### config.mk
export PLATFORM = sky130hd
export DESIGN_NAME = parallel_printer_handshake_top_flat
export DESIGN_NICKNAME = d
export VERILOG_FILES = /design/src/rtl/pph_pkg.sv /design/src/rtl/pph_cmd_if.sv /design/src/rtl/pph_res_if.sv /design/src/rtl/pph_cfg.sv /design/src/rtl/pph_engine.sv /design/src/rtl/parallel_printer_handshake_top.sv /design/src/flat_wrapper.sv
export VERILOG_INCLUDE_DIRS = /design/src /design/src/rtl
export SDC_FILE = /design/constraint.sdc
export NUM_CORES = 1
export LEC_CHECK = 0
export BUFFER_PORTS_ARGS = -buffer_cell sky130_fd_sc_hd__buf_2
export CORE_ASPECT_RATIO = 1.4
export CORE_MARGIN = 2
export CORE_UTILIZATION = 55
export CTS_CLUSTER_DIAMETER = 60
export DETAILED_ROUTE_END_ITERATION = 8
export PLACE_DENSITY = 0.86
export SETUP_SLACK_MARGIN = 0.02
export SLEW_MARGIN = 20
export SYNTH_ARGS = -nofsm -noshare
export SYNTH_HDL_FRONTEND = slang
export SYNTH_SLANG_ARGS = --single-unit
### constraint.sdc
create_clock -name clk -period 3.82 [get_ports clk]
set_input_delay 0.382 -clock clk [delete_from_list [all_inputs] [get_ports clk]]
set_output_delay 0.382 -clock clk [all_outputs]
set_load 0.05 [all_outputs]
### src/rtl/parallel_printer_handshake_top_defines.svh
// Assertion macros used by the printer port engine.
`ifndef PARALLEL_PRINTER_HANDSHAKE_TOP_DEFINES_SVH
`define PARALLEL_PRINTER_HANDSHAKE_TOP_DEFINES_SVH

// Same-cycle implication, checked outside reset.
`define PPH_ASSERT_IMPL(label, clk, rst_n, ante, cons) \
	label: assert property (@(posedge clk) disable iff (!(rst_n)) (ante) |-> (cons)) \
		else $error("printer port check failed");

// Next-cycle implication, checked outside reset.
`define PPH_ASSERT_NEXT(label, clk, rst_n, ante, cons) \
	label: assert property (@(posedge clk) disable iff (!(rst_n)) (ante) |=> (cons)) \
		else $error("printer port check failed");

`endif

### src/rtl/pph_pkg.sv
package pph_pkg;

	// Counter width default and configuration port geometry.
	localparam int COUNT_WIDTH_DEF = 21;
	localparam int CFG_INDEX_W     = 3;
	localparam int CFG_DATA_W      = 21;

	// Configuration register indexes.
	typedef enum logic [CFG_INDEX_W-1:0] {
		CFG_USE_ACK        = 3'd0,
		CFG_SETUP_TICKS    = 3'd1,
		CFG_STROBE_TICKS   = 3'd2,
		CFG_ACK_WAIT       = 3'd3,
		CFG_POLL_INTERVAL  = 3'd4,
		CFG_RETRY_LIMIT    = 3'd5,
		CFG_INIT_PULSE     = 3'd6,
		CFG_INIT_SETTLE    = 3'd7
	} cfg_idx_t;

	// Register reset values.
	localparam logic        USE_ACK_RST       = 1'b1;
	localparam logic [7:0]  SETUP_TICKS_RST   = 8'd1;
	localparam logic [7:0]  STROBE_TICKS_RST  = 8'd1;
	localparam logic [15:0] ACK_WAIT_RST      = 16'd1000;
	localparam logic [15:0] POLL_INTERVAL_RST = 16'd10000;
	localparam logic [7:0]  RETRY_LIMIT_RST   = 8'd200;
	localparam logic [7:0]  INIT_PULSE_RST    = 8'd75;
	localparam logic [20:0] INIT_SETTLE_RST   = 21'd2000000;

	typedef enum logic [1:0] {
		OP_TICK = 2'd0,
		OP_SEND = 2'd1,
		OP_INIT = 2'd2
	} opcode_t;

	typedef enum logic [2:0] {
		LS_READY     = 3'd0,
		LS_BUSY      = 3'd1,
		LS_OFFLINE   = 3'd2,
		LS_ERROR     = 3'd3,
		LS_NO_PAPER  = 3'd4
	} line_status_t;

	typedef enum logic [2:0] {
		OC_DONE         = 3'd0,
		OC_REF_ERROR    = 3'd1,
		OC_REF_OFFLINE  = 3'd2,
		OC_REF_PAPER    = 3'd3,
		OC_ACK_EXPIRED  = 3'd4,
		OC_BUSY_TIMEOUT = 3'd5,
		OC_INIT_DONE    = 3'd6
	} outcome_t;

	// Engine phases, one-hot.
	typedef enum logic [6:0] {
		PH_IDLE      = 7'b0000001,
		PH_BUSYWAIT  = 7'b0000010,
		PH_SETUP     = 7'b0000100,
		PH_STROBE    = 7'b0001000,
		PH_ACKWAIT   = 7'b0010000,
		PH_INITPULSE = 7'b0100000,
		PH_SETTLE    = 7'b1000000
	} phase_t;

	typedef struct packed {
		logic        use_ack;
		logic [7:0]  setup_ticks;
		logic [7:0]  strobe_ticks;
		logic [15:0] ack_wait_limit;
		logic [15:0] busy_poll_interval;
		logic [7:0]  busy_retry_limit;
		logic [7:0]  init_pulse_ticks;
		logic [20:0] init_settle_ticks;
	} cfg_t;

	typedef struct packed {
		logic [1:0] opcode;
		logic [7:0] data_byte;
		logic       ack_edge;
		logic       fault_edge;
		logic       fault_n;
		logic       busy_req;
		logic       selected;
		logic       paper_out;
	} item_t;

	typedef struct packed {
		logic [7:0] data_out;
		logic       strobe_n;
		logic       init_n;
		logic       idle;
		logic       accepted;
		logic [2:0] line_status;
		logic       finished;
		logic [2:0] outcome;
		logic       error_latched;
	} result_t;

	// Priority encode of the sampled printer lines.
	function automatic line_status_t encode_status(input item_t it);
		line_status_t st;
		if (it.paper_out)     st = LS_NO_PAPER;
		else if (!it.selected) st = LS_OFFLINE;
		else if (it.busy_req) st = LS_BUSY;
		else if (!it.fault_n) st = LS_ERROR;
		else                  st = LS_READY;
		return st;
	endfunction

endpackage

### src/rtl/pph_cmd_if.sv
// Command channel: one tick of sampled printer lines plus an optional command.
interface pph_cmd_if;
	logic       valid;
	logic       ready;
	logic [1:0] opcode;
	logic [7:0] data_byte;
	logic       ack_edge;
	logic       fault_edge;
	logic       fault_n;
	logic       busy_req;
	logic       selected;
	logic       paper_out;

	modport source (
		output valid, opcode, data_byte, ack_edge, fault_edge, fault_n,
		busy_req, selected, paper_out,
		input ready
	);
	modport sink (
		input valid, opcode, data_byte, ack_edge, fault_edge, fault_n,
		busy_req, selected, paper_out,
		output ready
	);
endinterface

### src/rtl/pph_res_if.sv
// Result channel: port line levels and operation status for one tick.
interface pph_res_if;
	logic       valid;
	logic       ready;
	logic [7:0] data_out;
	logic       strobe_n;
	logic       init_n;
	logic       idle;
	logic       accepted;
	logic [2:0] line_status;
	logic       finished;
	logic [2:0] outcome;
	logic       error_latched;

	modport source (
		output valid, data_out, strobe_n, init_n, idle, accepted, line_status,
		finished, outcome, error_latched,
		input ready
	);
	modport sink (
		input valid, data_out, strobe_n, init_n, idle, accepted, line_status,
		finished, outcome, error_latched,
		output ready
	);
endinterface

### src/rtl/pph_cfg.sv
// Configuration register file with write-only access.
module pph_cfg (
	input  logic                                clk,
	input  logic                                arst_n,
	input  logic                                cfg_we,
	input  logic [pph_pkg::CFG_INDEX_W-1:0]     cfg_index,
	input  logic [pph_pkg::CFG_DATA_W-1:0]      cfg_wdata,
	output pph_pkg::cfg_t                       cfg
);

	pph_pkg::cfg_t cfg_q;

	// Each write lands in one register, truncated to its width.
	always_ff @(posedge clk or negedge arst_n) begin
		if (!arst_n) begin
			cfg_q.use_ack            <= pph_pkg::USE_ACK_RST;
			cfg_q.setup_ticks        <= pph_pkg::SETUP_TICKS_RST;
			cfg_q.strobe_ticks       <= pph_pkg::STROBE_TICKS_RST;
			cfg_q.ack_wait_limit     <= pph_pkg::ACK_WAIT_RST;
			cfg_q.busy_poll_interval <= pph_pkg::POLL_INTERVAL_RST;
			cfg_q.busy_retry_limit   <= pph_pkg::RETRY_LIMIT_RST;
			cfg_q.init_pulse_ticks   <= pph_pkg::INIT_PULSE_RST;
			cfg_q.init_settle_ticks  <= pph_pkg::INIT_SETTLE_RST;
		end else if (cfg_we) begin
			case (pph_pkg::cfg_idx_t'(cfg_index))
				pph_pkg::CFG_USE_ACK:       cfg_q.use_ack            <= cfg_wdata[0];
				pph_pkg::CFG_SETUP_TICKS:   cfg_q.setup_ticks        <= cfg_wdata[7:0];
				pph_pkg::CFG_STROBE_TICKS:  cfg_q.strobe_ticks       <= cfg_wdata[7:0];
				pph_pkg::CFG_ACK_WAIT:      cfg_q.ack_wait_limit     <= cfg_wdata[15:0];
				pph_pkg::CFG_POLL_INTERVAL: cfg_q.busy_poll_interval <= cfg_wdata[15:0];
				pph_pkg::CFG_RETRY_LIMIT:   cfg_q.busy_retry_limit   <= cfg_wdata[7:0];
				pph_pkg::CFG_INIT_PULSE:    cfg_q.init_pulse_ticks   <= cfg_wdata[7:0];
				pph_pkg::CFG_INIT_SETTLE:   cfg_q.init_settle_ticks  <= cfg_wdata[20:0];
				default: begin
				end
			endcase
		end
	end

	assign cfg = cfg_q;

endmodule

### src/rtl/pph_engine.sv
`include "parallel_printer_handshake_top_defines.svh"

// Port engine: one tick of state update per advance, result registered.
module pph_engine #(
	parameter int COUNT_WIDTH = pph_pkg::COUNT_WIDTH_DEF
) (
	input  logic             clk,
	input  logic             arst_n,
	input  logic             adv,
	input  pph_pkg::item_t   item,
	input  pph_pkg::cfg_t    cfg,
	output pph_pkg::result_t result
);

	// Compare width covers both the counter and the widest limit.
	localparam int LW = ((COUNT_WIDTH > 21) ? COUNT_WIDTH : 21) + 1;

	pph_pkg::phase_t       phase_q, phase_d;
	logic [COUNT_WIDTH-1:0] tick_q, tick_d, tick_sat;
	logic [7:0]            poll_q, poll_d, poll_inc;
	logic [7:0]            held_q, held_d;
	logic                  ack_q, ack_d, fault_q, fault_d;
	logic [LW-1:0]         next_ext, cur_limit;
	logic                  done;
	pph_pkg::line_status_t status;
	logic                  accepted, finished;
	pph_pkg::outcome_t     outcome;
	pph_pkg::result_t      res_d, result_q;
	logic                  in_idle, strobe_next;

	// Saturating tick counter and end-of-phase compare.
	assign tick_sat = (tick_q == '1) ? tick_q : tick_q + 1'b1;
	assign next_ext = LW'(tick_q) + LW'(1);
	assign poll_inc = poll_q + 8'd1;

	always_comb begin
		case (phase_q)
			pph_pkg::PH_BUSYWAIT:  cur_limit = LW'(cfg.busy_poll_interval);
			pph_pkg::PH_SETUP:     cur_limit = LW'(cfg.setup_ticks);
			pph_pkg::PH_STROBE:    cur_limit = LW'(cfg.strobe_ticks);
			pph_pkg::PH_INITPULSE: cur_limit = LW'(cfg.init_pulse_ticks);
			pph_pkg::PH_SETTLE:    cur_limit = LW'(cfg.init_settle_ticks);
			default:               cur_limit = '0;
		endcase
	end

	assign done = (next_ext >= cur_limit);

	// Next state for one tick.
	always_comb begin
		status   = pph_pkg::encode_status(item);
		fault_d  = fault_q;
		if (status == pph_pkg::LS_READY) fault_d = 1'b0;
		if (item.fault_edge) fault_d = 1'b1;
		ack_d    = ack_q | item.ack_edge;
		phase_d  = phase_q;
		tick_d   = tick_q;
		poll_d   = poll_q;
		held_d   = held_q;
		accepted = 1'b0;
		finished = 1'b0;
		outcome  = pph_pkg::OC_DONE;

		case (phase_q)
			pph_pkg::PH_IDLE: begin
				if (item.opcode == pph_pkg::OP_SEND) begin
					accepted = 1'b1;
					if (status == pph_pkg::LS_NO_PAPER || status == pph_pkg::LS_OFFLINE ||
					    status == pph_pkg::LS_ERROR || fault_d) begin
						finished = 1'b1;
						if (status == pph_pkg::LS_NO_PAPER)     outcome = pph_pkg::OC_REF_PAPER;
						else if (status == pph_pkg::LS_OFFLINE) outcome = pph_pkg::OC_REF_OFFLINE;
						else                                    outcome = pph_pkg::OC_REF_ERROR;
					end else begin
						held_d = item.data_byte;
						tick_d = '0;
						if (status == pph_pkg::LS_READY) begin
							ack_d   = 1'b0;
							phase_d = pph_pkg::PH_SETUP;
						end else begin
							poll_d  = '0;
							phase_d = pph_pkg::PH_BUSYWAIT;
						end
					end
				end else if (item.opcode == pph_pkg::OP_INIT) begin
					accepted = 1'b1;
					ack_d    = 1'b0;
					held_d   = '0;
					tick_d   = '0;
					phase_d  = pph_pkg::PH_INITPULSE;
				end
			end
			pph_pkg::PH_BUSYWAIT: begin
				if (done) begin
					tick_d = '0;
					poll_d = poll_inc;
					if (poll_inc >= cfg.busy_retry_limit || poll_inc == 8'd0) begin
						finished = 1'b1;
						outcome  = pph_pkg::OC_BUSY_TIMEOUT;
						phase_d  = pph_pkg::PH_IDLE;
					end else if (status == pph_pkg::LS_READY) begin
						ack_d   = 1'b0;
						phase_d = pph_pkg::PH_SETUP;
					end
				end else begin
					tick_d = tick_sat;
				end
			end
			pph_pkg::PH_SETUP: begin
				if (done) begin
					tick_d  = '0;
					phase_d = pph_pkg::PH_STROBE;
				end else begin
					tick_d = tick_sat;
				end
			end
			pph_pkg::PH_STROBE: begin
				if (done) begin
					tick_d = '0;
					if (cfg.use_ack) begin
						phase_d = pph_pkg::PH_ACKWAIT;
					end else begin
						finished = 1'b1;
						phase_d  = pph_pkg::PH_IDLE;
					end
				end else begin
					tick_d = tick_sat;
				end
			end
			pph_pkg::PH_ACKWAIT: begin
				if (ack_d) begin
					ack_d    = 1'b0;
					finished = 1'b1;
					tick_d   = '0;
					phase_d  = pph_pkg::PH_IDLE;
				end else if (LW'(tick_sat) > LW'(cfg.ack_wait_limit)) begin
					finished = 1'b1;
					outcome  = pph_pkg::OC_ACK_EXPIRED;
					tick_d   = '0;
					phase_d  = pph_pkg::PH_IDLE;
				end else begin
					tick_d = tick_sat;
				end
			end
			pph_pkg::PH_INITPULSE: begin
				if (done) begin
					tick_d  = '0;
					phase_d = pph_pkg::PH_SETTLE;
				end else begin
					tick_d = tick_sat;
				end
			end
			pph_pkg::PH_SETTLE: begin
				if (done) begin
					finished = 1'b1;
					outcome  = pph_pkg::OC_INIT_DONE;
					tick_d   = '0;
					phase_d  = pph_pkg::PH_IDLE;
				end else begin
					tick_d = tick_sat;
				end
			end
			default: begin
				tick_d  = '0;
				phase_d = pph_pkg::PH_IDLE;
			end
		endcase

		// Line levels reflect the state after this tick.
		res_d.data_out      = held_d;
		res_d.strobe_n      = (phase_d != pph_pkg::PH_STROBE);
		res_d.init_n        = (phase_d != pph_pkg::PH_INITPULSE);
		res_d.idle          = (phase_d == pph_pkg::PH_IDLE);
		res_d.accepted      = accepted;
		res_d.line_status   = status;
		res_d.finished      = finished;
		res_d.outcome       = outcome;
		res_d.error_latched = fault_d;
	end

	// State and result registers advance together.
	always_ff @(posedge clk or negedge arst_n) begin
		if (!arst_n) begin
			phase_q  <= pph_pkg::PH_IDLE;
			tick_q   <= '0;
			poll_q   <= '0;
			held_q   <= '0;
			ack_q    <= 1'b0;
			fault_q  <= 1'b0;
			result_q <= '0;
		end else if (adv) begin
			phase_q  <= phase_d;
			tick_q   <= tick_d;
			poll_q   <= poll_d;
			held_q   <= held_d;
			ack_q    <= ack_d;
			fault_q  <= fault_d;
			result_q <= res_d;
		end
	end

	assign result = result_q;

	// Phase conditions used by the checks below.
	assign in_idle     = (phase_q == pph_pkg::PH_IDLE);
	assign strobe_next = phase_d inside {pph_pkg::PH_STROBE, pph_pkg::PH_ACKWAIT};

	`PPH_ASSERT_NEXT(a_idle_matches_state, clk, arst_n, adv, result_q.idle == in_idle)
	`PPH_ASSERT_IMPL(a_no_strobe_from_idle, clk, arst_n, adv && in_idle, !strobe_next)
	`PPH_ASSERT_NEXT(a_finish_goes_idle, clk, arst_n, adv && res_d.finished, in_idle)
	`PPH_ASSERT_NEXT(a_hold_without_adv, clk, arst_n, !adv, $stable(phase_q) && $stable(tick_q))

endmodule

### src/rtl/parallel_printer_handshake_top.sv
// Parallel printer port engine.
// cmd carries one tick of sampled printer lines (ack/fault edges, fault_n, busy_req,
// selected, paper_out) and an opcode: tick only, send data_byte, or start init.
// res returns one transaction per cmd transaction: data_out, strobe_n, init_n, idle,
// accepted, line_status, finished, outcome and error_latched, as they stand after
// that tick.
// Configuration is a write-only port (cfg_we, cfg_index, cfg_wdata); write only
// while no tick is in flight.
// A cmd transaction is captured in the input register, processed by the engine into
// its result register and then offered on res.
// Throughput: one tick per cycle while res is not stalled.
// A stalled res holds its result; one more tick waits in the input register,
// then cmd.ready drops until res drains.
// Reset clears the engine to idle and the configuration to its defaults; the input data register is not reset.
module parallel_printer_handshake_top #(
	parameter int COUNT_WIDTH = pph_pkg::COUNT_WIDTH_DEF
) (
	input  logic                            clk,
	input  logic                            arst_n,
	input  logic                            cfg_we,
	input  logic [pph_pkg::CFG_INDEX_W-1:0] cfg_index,
	input  logic [pph_pkg::CFG_DATA_W-1:0]  cfg_wdata,
	pph_cmd_if.sink                         cmd,
	pph_res_if.source                       res
);

	logic             valid_s1;
	pph_pkg::item_t   item_s1;
	logic             out_valid_q;
	logic             adv;
	pph_pkg::cfg_t    cfg;
	pph_pkg::result_t result;

	// The engine steps when a tick waits and the result slot is free or draining.
	assign adv       = valid_s1 && (!out_valid_q || res.ready);
	assign cmd.ready = !valid_s1 || adv;

	// Input register.
	always_ff @(posedge clk or negedge arst_n) begin
		if (!arst_n) begin
			valid_s1 <= 1'b0;
		end else if (cmd.ready) begin
			valid_s1 <= cmd.valid;
		end
	end

	always_ff @(posedge clk) begin
		if (cmd.valid && cmd.ready) begin
			item_s1.opcode     <= cmd.opcode;
			item_s1.data_byte  <= cmd.data_byte;
			item_s1.ack_edge   <= cmd.ack_edge;
			item_s1.fault_edge <= cmd.fault_edge;
			item_s1.fault_n    <= cmd.fault_n;
			item_s1.busy_req   <= cmd.busy_req;
			item_s1.selected   <= cmd.selected;
			item_s1.paper_out  <= cmd.paper_out;
		end
	end

	// Result valid flag.
	always_ff @(posedge clk or negedge arst_n) begin
		if (!arst_n) begin
			out_valid_q <= 1'b0;
		end else if (adv) begin
			out_valid_q <= 1'b1;
		end else if (res.ready) begin
			out_valid_q <= 1'b0;
		end
	end

	pph_cfg u_cfg (
		.clk       (clk),
		.arst_n    (arst_n),
		.cfg_we    (cfg_we),
		.cfg_index (cfg_index),
		.cfg_wdata (cfg_wdata),
		.cfg       (cfg)
	);

	pph_engine #(
		.COUNT_WIDTH (COUNT_WIDTH)
	) u_engine (
		.clk    (clk),
		.arst_n (arst_n),
		.adv    (adv),
		.item   (item_s1),
		.cfg    (cfg),
		.result (result)
	);

	// Result channel.
	assign res.valid         = out_valid_q;
	assign res.data_out      = result.data_out;
	assign res.strobe_n      = result.strobe_n;
	assign res.init_n        = result.init_n;
	assign res.idle          = result.idle;
	assign res.accepted      = result.accepted;
	assign res.line_status   = result.line_status;
	assign res.finished      = result.finished;
	assign res.outcome       = result.outcome;
	assign res.error_latched = result.error_latched;

endmodule

### src/flat_wrapper.sv
// flat-port wrapper written by rule: the top's interface ports become plain ports
module parallel_printer_handshake_top_flat 
#(
	parameter int COUNT_WIDTH = pph_pkg::COUNT_WIDTH_DEF
)
  (clk, arst_n, cfg_we, cfg_index, cfg_wdata, cmd_valid, cmd_opcode, cmd_data_byte, cmd_ack_edge, cmd_fault_edge, cmd_fault_n, cmd_busy_req, cmd_selected, cmd_paper_out, cmd_ready, res_valid, res_data_out, res_strobe_n, res_init_n, res_idle, res_accepted, res_line_status, res_finished, res_outcome, res_error_latched, res_ready);
  pph_cmd_if cmd_i ();
  pph_res_if res_i ();
  input  logic clk;
  input  logic arst_n;
  input  logic cfg_we;
  input  logic [pph_pkg::CFG_INDEX_W-1:0] cfg_index;
  input  logic [pph_pkg::CFG_DATA_W-1:0] cfg_wdata;
  input wire logic [$bits(cmd_i.valid)-1:0] cmd_valid;
  input wire logic [$bits(cmd_i.opcode)-1:0] cmd_opcode;
  input wire logic [$bits(cmd_i.data_byte)-1:0] cmd_data_byte;
  input wire logic [$bits(cmd_i.ack_edge)-1:0] cmd_ack_edge;
  input wire logic [$bits(cmd_i.fault_edge)-1:0] cmd_fault_edge;
  input wire logic [$bits(cmd_i.fault_n)-1:0] cmd_fault_n;
  input wire logic [$bits(cmd_i.busy_req)-1:0] cmd_busy_req;
  input wire logic [$bits(cmd_i.selected)-1:0] cmd_selected;
  input wire logic [$bits(cmd_i.paper_out)-1:0] cmd_paper_out;
  output wire logic [$bits(cmd_i.ready)-1:0] cmd_ready;
  output wire logic [$bits(res_i.valid)-1:0] res_valid;
  output wire logic [$bits(res_i.data_out)-1:0] res_data_out;
  output wire logic [$bits(res_i.strobe_n)-1:0] res_strobe_n;
  output wire logic [$bits(res_i.init_n)-1:0] res_init_n;
  output wire logic [$bits(res_i.idle)-1:0] res_idle;
  output wire logic [$bits(res_i.accepted)-1:0] res_accepted;
  output wire logic [$bits(res_i.line_status)-1:0] res_line_status;
  output wire logic [$bits(res_i.finished)-1:0] res_finished;
  output wire logic [$bits(res_i.outcome)-1:0] res_outcome;
  output wire logic [$bits(res_i.error_latched)-1:0] res_error_latched;
  input wire logic [$bits(res_i.ready)-1:0] res_ready;
  assign cmd_i.valid = cmd_valid;
  assign cmd_i.opcode = cmd_opcode;
  assign cmd_i.data_byte = cmd_data_byte;
  assign cmd_i.ack_edge = cmd_ack_edge;
  assign cmd_i.fault_edge = cmd_fault_edge;
  assign cmd_i.fault_n = cmd_fault_n;
  assign cmd_i.busy_req = cmd_busy_req;
  assign cmd_i.selected = cmd_selected;
  assign cmd_i.paper_out = cmd_paper_out;
  assign cmd_ready = cmd_i.ready;
  assign res_valid = res_i.valid;
  assign res_data_out = res_i.data_out;
  assign res_strobe_n = res_i.strobe_n;
  assign res_init_n = res_i.init_n;
  assign res_idle = res_i.idle;
  assign res_accepted = res_i.accepted;
  assign res_line_status = res_i.line_status;
  assign res_finished = res_i.finished;
  assign res_outcome = res_i.outcome;
  assign res_error_latched = res_i.error_latched;
  assign res_i.ready = res_ready;
  parallel_printer_handshake_top #(.COUNT_WIDTH(COUNT_WIDTH)) u_core (.clk(clk), .arst_n(arst_n), .cfg_we(cfg_we), .cfg_index(cfg_index), .cfg_wdata(cfg_wdata), .cmd(cmd_i), .res(res_i));
endmodule
==> results of run 1 <==
[flip-flops by register name, indices dropped and copies added (netlist names)]
register	flops
u_core.u_cfg.cfg	86
u_core.u_engine.poll_q	8
u_core.u_engine.tick_q	21
u_core.u_engine.ack_q	1
u_core.res.valid	1
u_core.item_s1	16
u_core.valid_s1	1
u_core.u_engine.phase_q	7
u_core.u_engine.result	20
[power by group through the flow]
| stage | clock network [mW] | logic [mW] | registers (mW) |
|---|---|---|---|
| floorplan | 0 | 0.943 | 2.35 |
| global placement | 0 | 1.44 | 2.26 |
| detailed placement | 0 | 1.48 | 2.28 |
| CTS | 1.64 | 1.53 | 2.25 |
| global route | 1.71 | 1.78 | 2.29 |
| finish | 1.63 | 1.65 | 2.26 |
[area by class of cell]
type | instances | area (um2)
Tap cell | 199 | 249
Timing Repair Buffer | 133 | 915
Sequential cell | 161 | 4150
Inverter | 41 | 154
Clock buffer | 21 | 450
Multi-Input combinational cell | 601 | 4750
Clock inverter | 11 | 108
Fill cell | 1149 | 5260
[final timing paths]
check | slack (ps) | endpoint | cells past startpoint
min in group clk | 120 | u_core.item_s1[12]$_DFFE_PP_ | 1
worst max register to register | -10 | u_core.u_engine.tick_q[4]$_DFFE_PN0P_ | 17
worst min register to register | 450 | u_core.u_engine.result[13]$_DFFE_PN0P_ | 2
max in group asynchronous | 2930 | u_core.u_cfg.cfg[46]$_DFFE_PN1P_ | 2
worst min-delay path | 6 | u_core.u_engine.result[7]$_DFFE_PN0P_ | 1
worst max-delay path | -10 | u_core.u_engine.tick_q[4]$_DFFE_PN0P_ | 17
[per-stage QoR]
stage | instances | power, mW | TNS (ps) | instance area (um2) | hold WS, ps
4_1_cts | 1155 | 5.43 | 0 | 10500 | 47.5
3_3_place_gp | 1121 | 3.69 | -174 | 9850 | 425
2_1_floorplan | 836 | 3.29 | 0 | 8960 | 86.4
3_5_place_dp | 1121 | 3.76 | -3350 | 9850 | 441
6_report | 1167 | 5.53 | -12.7 | 10800 | 5.60
5_1_grt | 1167 | 5.78 | -1220 | 10800 | 86.8
[synth_stat cells (7+ instances only)]
| cell | n |
|---|---|
| dfrtp_1 | 116 |
| nand2_1 | 108 |
| mux2_2 | 87 |
| ha_1 | 49 |
| inv_1 | 41 |
| nor2_1 | 35 |
| dfstp_2 | 29 |
| o21ai_0 | 25 |
| a21oi_1 | 24 |
| or2_2 | 23 |
| clkbuf_1 | 22 |
| nand3_1 | 22 |
| edfxtp_1 | 16 |
| o21ai_1 | 16 |
| nor3_1 | 14 |
| xnor2_1 | 14 |
| a31oi_1 | 12 |
| nand2b_1 | 12 |
| a22oi_1 | 11 |
| xor2_1 | 11 |
| nand4_1 | 10 |
| a21o_1 | 9 |
| a221oi_1 | 8 |
| a222oi_1 | 8 |
| and2_1 | 7 |
[cells by family after synthesis]
family                     count (synthesis)  share of synthesized area
adders and majority gates                 49                     0.0687
muxes                                     89                      0.112
buffers and inverters                     74                     0.0338
and+or+nand+nor                          282                      0.171
xor gates and xnor gates                  25                     0.0245
DFF                                      161                      0.465
AOI/OAI and AO/OA                        156                      0.125
[timing repair]
action                                  4_1_cts  5_1_grt
endpoints found under the hold margin         0        0
pin swaps                                     5       24
resized for setup                            14       52
endpoints found under the setup margin       44       43
buffers inserted                              2       14
gates cloned                                  0        1
[worst max-delay path, delay by kind of cell, from the launching register on]
kind                       cells  cell delay [ps]
and+or+nand+nor                4             1090
AOI/OAI and AO/OA              6             1010
buffers and inverters          6              950
adders and majority gates      1              320
DFF                            1              410
[layer usage]
layer  up-vias  global-route usage  part of all wire
met4         0               0.135             0.051
met2       317               0.454              0.52
met5         -                   0                 0
met1      3510               0.267              0.37
met3        97              0.0545             0.061
li1       3259                   -                 -
==> results.toml, run 1 <==
[clock_network]
ctsHoldBuffers = 0
cts.clk_slew.worst_paths_ps = 70
htreeDepth = 4
numClockSinks = 161
cts_buffer_depth = 2
clk-insertion-delay-late_ps = 440
cts_root_buffer = "clkbuf_16"
cts_tree = "done"
cts_buffers = 17

[floorplanning]
initial_core_util = 0.556
core-area_um2 = 16000
io_pins = 67
die_w_um = 112
row_count = 55
dieArea_um2 = 17300
die_h_um = 155

[place]
dp_hpwl_um = 15400
gp_congestion = 0.932
dp_slack_ps = -176
io_buffers = 66

[routing]
drt_iter0_drc = 587
final_antenna_net_count = 0
num_vias = 7183
wire_per_inst_um = 19.4
firstDrtPassIters = 7
routed_wl_um = 22600
viasPerCell = 6.16
drc = 0

[power_and_ir_drop]
power_leakage_nw = 4.98
power_density_nw_per_um2 = 514
swShare = 0.335
p_int_mw = 3.68
vdd_drop_max_uv = 334
power_frac_comb = 0.298
clkPwrFrac = 0.295
p_seq_frac = 0.408
switching_power_mw = 1.85

[timing]
finalCritPeriodShare = 1.00
setup_violations = 1
fin_crit_ps = 3830
fmax_ghz = 0.261
tightest_slew_ps = 1050
rsz0062_at_grt = "true"
finClkSkew_ps = 9.04
slew_headroom = 0.289
maxSlewViolCount = 0
final-hold-violation-count = 0
fin_ws_ps = -12.7

[yosys]
yosysUniqueCellTypes = 82
synthArstFlopShare = 0.901
synth_top_area_frac = 0.325
synth_edf_count = 16
syn-num-nets = 930
synth.avg_cell_area_um2 = 10.7
synthTopCellsByArea = "dfrtp_1 33%, mux2_2 11%, dfstp_2 8.5%"
ys_seq_elements = 161
synth_area_leader_cell = "dfrtp_1"
ys_seq_area_frac = 0.465
synth_ff_type = "dfrtp_1"
yosys_warnings = 0
syn-instance-count = 836
synth.cell_area_um2 = 8920

[final_layout]
final_util = 0.672
final_common_cell = "dfrtp_1"
final_nets = 1049
drive_above_1_share = 0.388
diodes = 0
final_cell_mix = "115 x dfrtp_1, 108 x nand2_1, 87 x mux2_2"
syn2layout_area_growth_pct = 20.8

[worst_setup_path]
path_cells = "buf_6 -> or4_4 -> nor3_4 -> buf_6 -> buf_4 -> a222oi_1 -> inv_1 -> a221oi_1 -> ha_1 -> a21o_1 -> a221oi_2 -> a31oi_4 -> buf_4 -> nor4_4 -> buf_4 -> o21ai_0 -> nand2_1"
critPathRequiredTime_ps = 4190
start_kind = "flip-flop"
worst_setup_path_end_kind = "flip-flop"
cp_slowest_stage_delay_ps = 500
crit_path_start = "u_core.u_engine.phase_q[3]$_DFFE_PN0P_"
critPathKind = "flip-flop to flip-flop"
r2r-start = "u_core.u_engine.phase_q[3]$_DFFE_PN0P_"
crit_top_cell = "buf_4"
crit_slowest_cell = "or4_4"
crit_arrival_ps = 4210
cp_max_fo = 7

[status]
status = "complete, but fails checks"
violations = "negative setup slack"

[grt]
grt_pass1_wl_um = 34200
antenna_found_initial = 0
overflow = 0
grt_pass1_vias = 7120
grtUsageTotal = 0.249
grt_max_degree = 87

[hold_path]
hp-class = "input pin to async pin"

[flow_run]
cap_violations = 0
(Power assumes the default switching activity.)
==> run 2: changes to the inputs <==
- CORE_UTILIZATION: 55 -> 61
- PLACE_DENSITY: 0.86 -> 0.81
- clock period: 3.82 -> 3.8 ns (I/O delays scaled with it)
==> run 2 against run 1 <==
Against the previous run: the flow now finishes without violations; cell count decreased by 0.94%; worst setup slack improved by 46 ps; non-clock buffer count decreased by 2; design area increased by 0.19%; register-to-register slack improved by 50 ps; utilization increased by 7.9 points; global-route usage increased by 3.2 points; sequential power about the same; clock power increased by 6%; critical path depth decreased by 1; critical endpoint is now u_core.u_engine.ack_q$_DFFE_PN0P_; highest routed layer unchanged.
==> results.toml, run 2 (synthesis results as in run 1) <==
[clock_network]
clk-insertion-delay-late_ps = 420
cts_tree = "done"
cts_buffers = 17
htreeDepth = 4
cts_root_buffer = "clkbuf_16"
numClockSinks = 161
ctsHoldBuffers = 0
cts_buffer_depth = 2
cts.clk_slew.worst_paths_ps = 60

[routing]
num_vias = 7017
drc = 0
firstDrtPassIters = 5
routed_wl_um = 21800
final_antenna_net_count = 0
drt_iter0_drc = 523
viasPerCell = 6.07
wire_per_inst_um = 18.9

[timing]
final-hold-violation-count = 0
slew_headroom = 0.341
fin_ws_ps = 33.6
rsz0062_at_grt = "true"
setup_violations = 0
maxSlewViolCount = 0
finalCritPeriodShare = 0.991
tightest_slew_ps = 988
whs_ps = 30.2
fin_crit_ps = 3770
fmax_ghz = 0.266
finClkSkew_ps = 5.95
tns_ps = 0

[final_layout]
drive_above_1_share = 0.388
syn2layout_area_growth_pct = 21.0
final_cell_mix = "111 x dfrtp_1, 108 x nand2_1, 87 x mux2_2"
final_nets = 1048
largest_reg_flops = 86
fillCellCount = 966
fin_area_um2 = 10800
final_common_cell = "dfrtp_1"
final_cells = 1156
diodes = 0

[floorplanning]
die_w_um = 106
core-area_um2 = 14400
io_pins = 67
dieArea_um2 = 15600
die_h_um = 147
initial_core_util = 0.620
row_count = 52

[grt]
antenna_found_initial = 0
overflow = 0
grt_max_degree = 87
grtUsageTotal = 0.281
grt_pass1_wl_um = 34600
grt_pass1_vias = 7138

[worst_setup_path]
start_kind = "flip-flop"
critPathKind = "flip-flop to flip-flop"
cp_max_fo = 6
reg2reg_setup_slack_ps = 30
crit_arrival_ps = 4100
worst_setup_path_end_kind = "flip-flop"
rr_worst_depth = 16
r2r-start = "u_core.u_engine.phase_q[2]$_DFFE_PN0P_"
r2r_end = "u_core.u_engine.ack_q$_DFFE_PN0P_"
critPathRequiredTime_ps = 4140

[place]
dp_slack_ps = -79.2
dp_cells = 1115
placed_area_um2 = 9850
io_buffers = 66
gp_congestion = 0.929
dp_hpwl_um = 15300

[status]
status = "completed"

[hold_path]
hp-class = "input pin to async pin"

[power_and_ir_drop]
power_density_nw_per_um2 = 533
vdd_drop_max_uv = 408
power_leakage_nw = 4.98

[flow_run]
cap_violations = 0
[run 2: cell count changes in the layout (fill, tap and decap cells not counted), moves of 3 or more]
cell,delta
dfrtp_1,-4
buf_6,-4
o21ai_0,-3
dfrtp_2,+4
buf_4,+3
clkinvlp_4,-3
[run 2: cell type report]
cell class,instances,area [um2],area share
clock buffer,18,429,0.0398
clock inverter,14,163,0.0151
inverter,41,154,0.0143
multi-input combinational,602,4790,0.443
sequential,161,4150,0.385
tap,189,236,0.0219
timing repair buffer,131,872,0.0808
[run 2: power by group]
group          leakage (nW)  switching, mW  total [mW]  internal [mW]
clock network         0.286          0.690        1.72           1.03
registers              1.91          0.192        2.27           2.08
logic                  2.78           1.03        1.76          0.728
[run 2: critical path, stage by stage, from the launching register on]
cell and delay [ps]:
dfrtp_1 410, xnor2_1 150, nor2_1 90, o311ai_4 290, nor2_1 80, buf_4 160, a222oi_1 370, inv_1 100
a221oi_1 260, ha_1 320, a21o_1 200, a221oi_2 300, a31oi_4 180, buf_6 150, or2_4 290, a21o_1 170
a31oi_1 160
[run 2: stage by stage]
step / power (mW) / utilization
global placement: 3.75 / 0.685
finish: 5.75 / 0.751
detailed placement: 3.81 / 0.685
global route: 6.02 / 0.751
CTS: 5.55 / 0.729
floorplan: 3.31 / -
[run 2: what timing repair did]
action,in CTS,in global routing
buffers inserted,0,7
endpoints found under the setup margin,20,44
resized for setup,7,58
pin swaps,3,27
gates cloned,1,1
[run 2: how the worst max path moves through the flow]
stage / from / endpoint / slack [ps] / depth (start not counted)
floorplan: u_core.u_engine.phase_q[6]$_DFFE_PN0P_ / u_core.u_engine.phase_q[2]$_DFFE_PN0P_ / 30 / 15
global placement: u_core.u_engine.tick_q[3]$_DFFE_PN0P_ / u_core.u_engine.result[10]$_DFFE_PN0P_ / 10 / 14
detailed placement: u_core.u_engine.tick_q[3]$_DFFE_PN0P_ / u_core.u_engine.result[10]$_DFFE_PN0P_ / -80 / 14
CTS: u_core.u_engine.tick_q[3]$_DFFE_PN0P_ / u_core.u_engine.poll_q[5]$_DFFE_PN0P_ / 10 / 13
global route: u_core.u_engine.phase_q[3]$_DFFE_PN0P_ / u_core.u_engine.ack_q$_DFFE_PN0P_ / -250 / 18
finish: u_core.u_engine.phase_q[2]$_DFFE_PN0P_ / u_core.u_engine.ack_q$_DFFE_PN0P_ / 30 / 16
[run 2: layer usage]
layer	track usage	vias to the layer above	routed length, um
li1	-	3272	-
met1	0.327	3451	8430
met2	0.498	232	11700
met3	0.0488	62	875
met4	0.133	0	826
met5	0	-	0
